==> config.mk <==
export PLATFORM = sky130hd
export DESIGN_NAME = hamming_15_11_stream_encoder
export DESIGN_NICKNAME = d
export VERILOG_FILES = /design/src/rtl/core/h1511_pkg.sv /design/src/rtl/core/h1511_front.sv /design/src/rtl/core/h1511_queue.sv /design/src/rtl/core/h1511_back.sv /design/src/rtl/core/hamming_15_11_stream_encoder.sv
export SDC_FILE = /design/constraint.sdc
export NUM_CORES = 1
export LEC_CHECK = 0
export BUFFER_PORTS_ARGS = -buffer_cell sky130_fd_sc_hd__buf_4
export CAP_MARGIN = 30
export CORE_ASPECT_RATIO = 1.2
export CORE_UTILIZATION = 55
export CTS_CLUSTER_DIAMETER = 100
export DETAILED_ROUTE_END_ITERATION = 8
export GPL_TIMING_DRIVEN = 0
export PLACE_DENSITY = 0.71
export SYNTH_ARGS = -nofsm -noshare
export SYNTH_HDL_FRONTEND = slang
export SYNTH_SLANG_ARGS = --single-unit
==> constraint.sdc <==
create_clock -name i_clk -period 7.5 [get_ports i_clk]
set_input_delay 1.5 -clock i_clk [delete_from_list [all_inputs] [get_ports i_clk]]
set_output_delay 1.5 -clock i_clk [all_outputs]
set_load 0.005 [all_outputs]
==> src/rtl/core/h1511_pkg.sv <==
// ----------------------------------------------------------------------------
// h1511_pkg
// Request types, queue entry type and the (15,11) codeword builder.
// ----------------------------------------------------------------------------
package h1511_pkg;

    localparam int CW_BITS   = 15;
    localparam int DATA_BITS = 11;
    localparam int ACC_BITS  = 37;   // up to 7 leftover bits plus two codewords
    localparam int ACC_CNT_W = 6;

    typedef logic [3:0] t_pos;

    localparam t_pos DATA_POS [DATA_BITS] = '{
        4'd2, 4'd4, 4'd5, 4'd6, 4'd8, 4'd9, 4'd10, 4'd11, 4'd12, 4'd13, 4'd14
    };

    typedef struct packed {
        logic [7:0] data_byte;
        logic       last_byte;
    } t_in_req;

    typedef struct packed {
        logic [7:0] coded_byte;
        logic       run_last;
        logic       stream_end;
    } t_out_req;

    // One classified input request: zero, one or two finished codewords.
    typedef struct packed {
        logic [CW_BITS-1:0] cw0;
        logic               cw0_vld;
        logic [CW_BITS-1:0] cw1;
        logic               cw1_vld;
        logic               last;
    } t_entry;

    // Position p of the codeword sits in bit 14-p.
    function automatic logic [CW_BITS-1:0] encode_word(input logic [DATA_BITS-1:0] d);
        logic [CW_BITS-1:0] w;
        logic               s;
        int                 i;
        int                 k;
        int                 q;
        int                 m;
        int                 p;
        w = '0;
        for (i = 0; i < DATA_BITS; i++) begin
            w[14 - int'(DATA_POS[i])] = d[10 - i];
        end
        for (k = 0; k < 4; k++) begin
            m = 1 << k;
            p = m - 1;
            s = 1'b0;
            for (q = 0; q < CW_BITS; q++) begin
                if (q != p && ((q + 1) & m) != 0) begin
                    s = s ^ w[14 - q];
                end
            end
            w[14 - p] = s;
        end
        return w;
    endfunction

endpackage

==> src/rtl/core/h1511_front.sv <==
// ----------------------------------------------------------------------------
// h1511_front
// Accepts raw bytes, gathers data bits and builds finished codewords.
// ----------------------------------------------------------------------------
module h1511_front (
    input  logic               i_clk,
    input  logic               i_rst_n,
    input  logic               i_in_valid,
    input  h1511_pkg::t_in_req i_in_data,
    input  logic               i_q_full,
    output logic               o_in_stall,
    output logic               o_push,
    output h1511_pkg::t_entry  o_entry
);
    import h1511_pkg::*;

    logic [DATA_BITS-1:0] r_data, n_data;
    logic [3:0]           r_cnt, n_cnt;

    logic [4:0]           total;
    logic [4:0]           sh;
    logic [18:0]          cat;
    logic [DATA_BITS-1:0] word_d;
    logic [DATA_BITS-1:0] data_a;
    logic [DATA_BITS-1:0] pad_d;
    logic [3:0]           cnt_a;
    logic                 full_word;

    assign o_in_stall = i_q_full;
    assign o_push     = i_in_valid && !i_q_full;

    always_comb begin
        total     = {1'b0, r_cnt} + 5'd8;
        cat       = {r_data, i_in_data.data_byte};
        full_word = (total >= 5'd11);
        sh        = total - 5'd11;
        word_d    = DATA_BITS'(cat >> sh);
        data_a    = cat[DATA_BITS-1:0];
        cnt_a     = full_word ? sh[3:0] : total[3:0];
        // pad the open codeword with zero data bits
        pad_d     = DATA_BITS'(data_a << (4'd11 - cnt_a));

        o_entry.cw0     = encode_word(word_d);
        o_entry.cw0_vld = full_word;
        o_entry.cw1     = encode_word(pad_d);
        o_entry.cw1_vld = i_in_data.last_byte && (cnt_a != 4'd0);
        o_entry.last    = i_in_data.last_byte;
    end

    always_comb begin
        n_data = r_data;
        n_cnt  = r_cnt;
        if (o_push) begin
            n_data = data_a;
            n_cnt  = i_in_data.last_byte ? 4'd0 : cnt_a;
        end
    end

    always_ff @(posedge i_clk) begin
        if (!i_rst_n) begin
            r_data <= '0;
            r_cnt  <= '0;
        end else begin
            r_data <= n_data;
            r_cnt  <= n_cnt;
        end
    end

endmodule

==> src/rtl/core/h1511_queue.sv <==
// ----------------------------------------------------------------------------
// h1511_queue
// Small register queue of classified requests between front and back.
// ----------------------------------------------------------------------------
module h1511_queue #(
    parameter int DEPTH = 4
) (
    input  logic              i_clk,
    input  logic              i_rst_n,
    input  logic              i_push,
    input  h1511_pkg::t_entry i_entry,
    input  logic              i_pop,
    output logic              o_full,
    output logic              o_empty,
    output h1511_pkg::t_entry o_head
);
    import h1511_pkg::*;

    localparam int AW = $clog2(DEPTH);
    localparam int CW = $clog2(DEPTH + 1);

    t_entry        r_mem [DEPTH];
    logic [AW-1:0] r_wr_ptr, n_wr_ptr;
    logic [AW-1:0] r_rd_ptr, n_rd_ptr;
    logic [CW-1:0] r_count, n_count;
    logic          do_push;
    logic          do_pop;

    assign o_full  = (r_count == CW'(DEPTH));
    assign o_empty = (r_count == '0);
    assign o_head  = r_mem[r_rd_ptr];
    assign do_push = i_push && !o_full;
    assign do_pop  = i_pop && !o_empty;

    always_comb begin
        n_wr_ptr = r_wr_ptr;
        n_rd_ptr = r_rd_ptr;
        n_count  = r_count;
        if (do_push) begin
            n_wr_ptr = (r_wr_ptr == AW'(DEPTH - 1)) ? '0 : r_wr_ptr + 1'b1;
        end
        if (do_pop) begin
            n_rd_ptr = (r_rd_ptr == AW'(DEPTH - 1)) ? '0 : r_rd_ptr + 1'b1;
        end
        if (do_push && !do_pop) begin
            n_count = r_count + 1'b1;
        end else if (do_pop && !do_push) begin
            n_count = r_count - 1'b1;
        end
    end

    always_ff @(posedge i_clk) begin
        if (do_push) begin
            r_mem[r_wr_ptr] <= i_entry;
        end
    end

    always_ff @(posedge i_clk) begin
        if (!i_rst_n) begin
            r_wr_ptr <= '0;
            r_rd_ptr <= '0;
            r_count  <= '0;
        end else begin
            r_wr_ptr <= n_wr_ptr;
            r_rd_ptr <= n_rd_ptr;
            r_count  <= n_count;
        end
    end

endmodule

==> src/rtl/core/h1511_back.sv <==
// ----------------------------------------------------------------------------
// h1511_back
// Packs codewords into a bit accumulator and sends one coded byte a cycle while not stalled.
// ----------------------------------------------------------------------------
module h1511_back (
    input  logic               i_clk,
    input  logic               i_rst_n,
    input  logic               i_q_empty,
    input  h1511_pkg::t_entry  i_head,
    output logic               o_pop,
    output logic               o_out_valid,
    input  logic               i_out_stall,
    output h1511_pkg::t_out_req o_out_data
);
    import h1511_pkg::*;

    logic [ACC_BITS-1:0]  r_acc, n_acc;
    logic [ACC_CNT_W-1:0] r_cnt, n_cnt;
    logic                 r_flush, n_flush;
    logic                 r_out_valid, n_out_valid;
    t_out_req             r_out, n_out;

    logic                 have_full;
    logic                 have_byte;
    logic                 load;
    logic                 emit;
    logic                 is_final;
    logic [ACC_CNT_W-1:0] rem;
    logic [ACC_CNT_W-1:0] c1;
    logic                 f1;
    logic                 drained;
    logic [7:0]           full_byte;
    logic [15:0]          tail_word;

    assign o_out_valid = r_out_valid;
    assign o_out_data  = r_out;

    always_comb begin
        have_full = (r_cnt >= ACC_CNT_W'(8));
        have_byte = have_full || (r_flush && r_cnt != '0);
        load      = !r_out_valid || !i_out_stall;
        emit      = load && have_byte;
        rem       = have_full ? r_cnt - ACC_CNT_W'(8) : '0;
        is_final  = r_flush && (!have_full || rem == '0);
        full_byte = 8'(r_acc >> rem);
        tail_word = {r_acc[7:0], 8'h00} >> r_cnt[2:0];
        c1        = emit ? rem : r_cnt;
        f1        = (emit && is_final) ? 1'b0 : r_flush;
        drained   = (c1 < ACC_CNT_W'(8)) && !(f1 && c1 != '0);
        o_pop     = drained && !i_q_empty;
    end

    // output register
    always_comb begin
        n_out_valid = r_out_valid;
        n_out       = r_out;
        if (load) begin
            n_out_valid = have_byte;
        end
        if (emit) begin
            n_out.coded_byte = have_full ? full_byte : tail_word[7:0];
            n_out.run_last   = is_final || (!r_flush && rem < ACC_CNT_W'(8));
            n_out.stream_end = is_final;
        end
    end

    // accumulator: drop the sent byte, append the next request's codewords
    always_comb begin
        n_acc   = r_acc;
        n_cnt   = c1;
        n_flush = f1 && (c1 != '0);
        if (o_pop) begin
            n_flush = i_head.last;
            case ({i_head.cw0_vld, i_head.cw1_vld})
                2'b11: begin
                    n_acc = {r_acc[6:0], i_head.cw0, i_head.cw1};
                    n_cnt = c1 + ACC_CNT_W'(30);
                end
                2'b10: begin
                    n_acc = {r_acc[21:0], i_head.cw0};
                    n_cnt = c1 + ACC_CNT_W'(15);
                end
                2'b01: begin
                    n_acc = {r_acc[21:0], i_head.cw1};
                    n_cnt = c1 + ACC_CNT_W'(15);
                end
                default: begin
                    n_acc = r_acc;
                end
            endcase
        end
    end

    always_ff @(posedge i_clk) begin
        r_acc <= n_acc;
        r_out <= n_out;
    end

    always_ff @(posedge i_clk) begin
        if (!i_rst_n) begin
            r_cnt       <= '0;
            r_flush     <= 1'b0;
            r_out_valid <= 1'b0;
        end else begin
            r_cnt       <= n_cnt;
            r_flush     <= n_flush;
            r_out_valid <= n_out_valid;
        end
    end

endmodule

==> src/rtl/core/hamming_15_11_stream_encoder.sv <==
// ----------------------------------------------------------------------------
// hamming_15_11_stream_encoder
// Byte stream in, Hamming (15,11) coded byte stream out.
// ----------------------------------------------------------------------------
// Use:
//   Input channel (i_in_valid / o_in_stall / i_in_data) carries one raw byte
//   per request; set last_byte on the final byte of a stream. Output channel
//   (o_out_valid / i_out_stall / o_out_data) carries one coded byte per
//   request, with run_last on the last byte caused by an input request and
//   stream_end on the final byte of a stream.
//   Data bits fill the data positions of each codeword MSB first; codewords
//   leave MSB first. On last_byte the open codeword is zero padded and the
//   final output byte is padded with zero low bits.
//   A taken request passes the queue and the bit accumulator before its first
//   coded byte reaches the output register. A request yields 0 to 2 coded
//   bytes (a last_byte up to 5), sent one per cycle from the byte-wide output
//   register while i_out_stall is low; each 11 data bits become 15 coded bits.
//   The input side takes a request every cycle until the QUEUE_DEPTH-entry
//   queue fills; a stalled receiver fills the queue, then stalls the input.
//   Reset (synchronous, active low) empties the queue, drops partial data
//   and clears o_out_valid; the next byte starts a new stream.
// ----------------------------------------------------------------------------
module hamming_15_11_stream_encoder #(
    parameter int QUEUE_DEPTH = 4
) (
    input  logic                i_clk,
    input  logic                i_rst_n,
    input  logic                i_in_valid,
    output logic                o_in_stall,
    input  h1511_pkg::t_in_req  i_in_data,
    output logic                o_out_valid,
    input  logic                i_out_stall,
    output h1511_pkg::t_out_req o_out_data
);
    import h1511_pkg::*;

    logic   q_full;
    logic   q_empty;
    logic   q_push;
    logic   q_pop;
    t_entry q_in;
    t_entry q_head;

    // front: gather data bits, close codewords, classify the request
    h1511_front u_front (
        .i_clk      (i_clk),
        .i_rst_n    (i_rst_n),
        .i_in_valid (i_in_valid),
        .i_in_data  (i_in_data),
        .i_q_full   (q_full),
        .o_in_stall (o_in_stall),
        .o_push     (q_push),
        .o_entry    (q_in)
    );

    // queue: let the front run ahead while the back sends bytes
    h1511_queue #(
        .DEPTH (QUEUE_DEPTH)
    ) u_queue (
        .i_clk   (i_clk),
        .i_rst_n (i_rst_n),
        .i_push  (q_push),
        .i_entry (q_in),
        .i_pop   (q_pop),
        .o_full  (q_full),
        .o_empty (q_empty),
        .o_head  (q_head)
    );

    // back: serialize codewords into coded bytes, flush at stream end
    h1511_back u_back (
        .i_clk       (i_clk),
        .i_rst_n     (i_rst_n),
        .i_q_empty   (q_empty),
        .i_head      (q_head),
        .o_pop       (q_pop),
        .o_out_valid (o_out_valid),
        .i_out_stall (i_out_stall),
        .o_out_data  (o_out_data)
    );

endmodule

==> results.md <==
* CP Buf/Inv Count at 3
* Most common cell after layout, fill and taps aside: edfxtp_1
* PwrDens at 437 nW/um^2
* Routability congestion estimate at 1.02
* CTS resizes at 0
* Max VDD drop at 290 uV
* Routed len/inst at 23.9 um
* First-pass GRT wire length at 54,200 um
* Initial Utilization at 56.4%
* Setup tns final at 0 ns
* Prevailing post-synth register cell: edfxtp_1
* # port buffers at 21
* Worst EP required at 7.94 ns
* Via count at 9,397
* Top cell type's share of synthesized area at 43.6%
* Post-Syn Area at 12,300 um^2
* Setup violations, final at 0
* Critical path cell sequence: clkbuf_1 -> nor3_2 -> clkbuf_1 -> nand3_1 -> nand2_1 -> ha_1 -> nand2_1 -> a31oi_1 -> inv_1 -> ha_1 -> fa_1 -> xnor2_1 -> or3_1 -> a21boi_0
* IO Pins at 25
* Clk sinks at 211
* Fin. max-slew vios at 0
* CP arrival at 4.75 ns
* Area leader, netlist: edfxtp_1
* Initial antenna violation count at 0
* Vias in the first global route at 9,403
* Seq/Total Area, Yosys at 48.8%
* Post-route clock skew at 0.0172 ns
* DR pass1 iterations at 7
* Number of diodes at 0
* Max-slew headroom at 35.3%
* Gate Count Post-Synth at 1,115
* RSZ-0062 raised after global routing: no
* Top delay family on crit path: simple AND/OR/NAND/NOR gates
* Worst Hold Class: reg -> reg
* P_leak at 4.71 nW
* Tmin final at 4.31 ns
* Die height at 166 um
* Iter 0 DRT Violations at 941
* Area of the multi-input gates at 5760 um^2
* Period utilization at 57.4%
* Final HPWL DP at 25,100 um
* Root buffer cell: clkbuf_16
* Slew @ Worst Pin at 0.967 ns
* Slowest cell on crit path: nor3_2
* Largest net degree at the start of global routing at 42
* Synth cell types at 78
* CTS clock-pin slew for the worst setup and hold paths at 0.07 ns
* Final Hold Vio Count at 0
* Worst path max stage delay at 0.72 ns
* Setup CP Type: reg -> reg
* Syn_nets at 1,145
* Gr ovfl total at 0
* Final antenna-violating net count at 0
* Post-CTS setup buffers at 0
* Layout cells sized above 1 at 13.8%
* CP endpoint kind: flop
* Startpoint class of the critical path: flop
* Tot GR Track Use at 30.9%
* Fillers at 1,788
* H-tree depth at 1
* CP max FO at 10
* Die area at 23,000 um^2
* Asr flop ratio synth at 0%
* Final wirelength at 34,800 um
* Post-DR vias/cell at 6.46
* Max-cap violations at 0
* Register Area at 6020 um^2
* Clock Latency Late Sink at 0.53 ns
* Area grow syn2layout at 10.8%
* DRC errors left at 8
* Failing checks: DRC
* Core ar. at 21,900 um^2
* Yosys Warn Count at 0
* Post-layout net count at 1,193
* CTS max path bufs at 3
* Syn_area_per_cell at 11.0 um^2
* Status: complete, but fails checks
* Fmax at 232 MHz
* Number of synthesized register bits at 211
* Final hold slack at 0.506 ns
* # hold bufs at CTS at 0
* Row count at 59
* Total CTS buffers at 23
* CTS tree: done
* Largest cells by area after synthesis: edfxtp_1, mux4_2, dfxtp_1, mux2i_1, nand2_1
* Chip width at 139 um
* Post-synth EDFFs at 179
* Commonest cells after routing, fill and taps aside: edfxtp_1, nand2_1, nor2_1
synthesized netlist by cell type, types with 12 or more instances:
library cell / count
inv_1: 42
xnor2_1: 23
nor3_1: 16
nor2_1: 84
a211oi_1: 19
mux4_2: 45
a22o_1: 17
o21ai_0: 68
a21boi_0: 20
nor2b_1: 16
edfxtp_1: 179
a21oi_1: 47
dfxtp_1: 32
mux2i_1: 52
nand2_1: 128
a22oi_1: 12
o22ai_1: 13
nand3_1: 16
ha_1: 16
mux2_2: 19
and2_1: 15
a31oi_1: 22
clkbuf_1: 54
worst min-delay path, delay by kind of cell (launching register included):
family	cells	cell delay (ns)
DFF	1	0.31
and+or+nand+nor	1	0.05
AOI/OAI and AO/OA	1	0.09
cell type report:
type / count / share of cell area (%)
Sequential cell: 211 / 44.1
Inverter: 48 / 1.32
Tap cell: 274 / 2.51
Buffer: 81 / 2.70
Timing Repair Buffer: 23 / 1.32
Clock inverter: 15 / 1.50
Multi-Input combinational cell: 775 / 42.2
Clock buffer: 27 / 4.40
sequential cells by signal, summed over array words and instances, names as in the netlist, named ones only:
register / cells
u_front.r_data: 11
u_queue.r_count: 3
u_front.r_cnt: 4
u_queue.r_mem: 132
u_back.r_acc: 37
u_back.r_cnt: 6
u_back.o_out_data: 10
u_queue.r_rd_ptr: 2
u_queue.r_wr_ptr: 2
u_back.r_flush: 1
u_back.o_out_valid: 1
cell families (layout without fill, tap and decap cells):
family | Yosys count | in the layout | synth area share [%]
flops | 211 | 211 | 48.8
buf+inv | 129 | 194 | 4.45
xor+xnor | 38 | 38 | 3.16
mux | 116 | 116 | 14.2
simple gates | 306 | 306 | 11.3
fa+ha+maj | 17 | 17 | 1.79
compound gates | 298 | 298 | 16.3
through the flow:
step           setup WS, ns  instance area, um^2  total power [W]  utilization [%]  std cells
2_1_floorplan          3.50                12300          0.00379                -       1115
3_3_place_gp           3.02                12800          0.00468             58.7       1410
3_5_place_dp           2.92                12800          0.00469             58.7       1411
4_1_cts                3.29                13600          0.00591             62.4       1453
5_1_grt                2.98                13600          0.00627             62.5       1454
6_report               3.19                13600          0.00597             62.5       1454
routing by layer:
layer  GRT usage [%]  part of all wire [%]  wire, um  vias up
met4            17.2                   5.5      1930        0
met5               0                     0         0        -
met3            3.63                   5.4      1870      112
met2            55.8                    51     17700      413
li1                -                     -         -     4306
met1            35.6                    38     13300     4566
power by group:
group | internal [W] | switching (W) | leakage, nW
logic | 0.00103 | 0.00177 | 2.41
clock network | 0.000721 | 0.000487 | 0.398
registers | 0.00172 | 0.000238 | 1.90
total | 0.00347 | 0.00250 | 4.71
worst paths after layout:
kind	start	end	slack, ns	cells after the start
hold reg to reg	u_queue.r_rd_ptr[1]	flop	0.51	2
hold / removal	u_queue.r_rd_ptr[1]	flop	0.51	2
setup reg to reg	u_back.r_cnt[4]	u_queue.r_count[2]	3.19	14
setup / recovery	u_back.r_cnt[4]	u_queue.r_count[2]	3.19	14
Power figures use the tool's default switching activity.
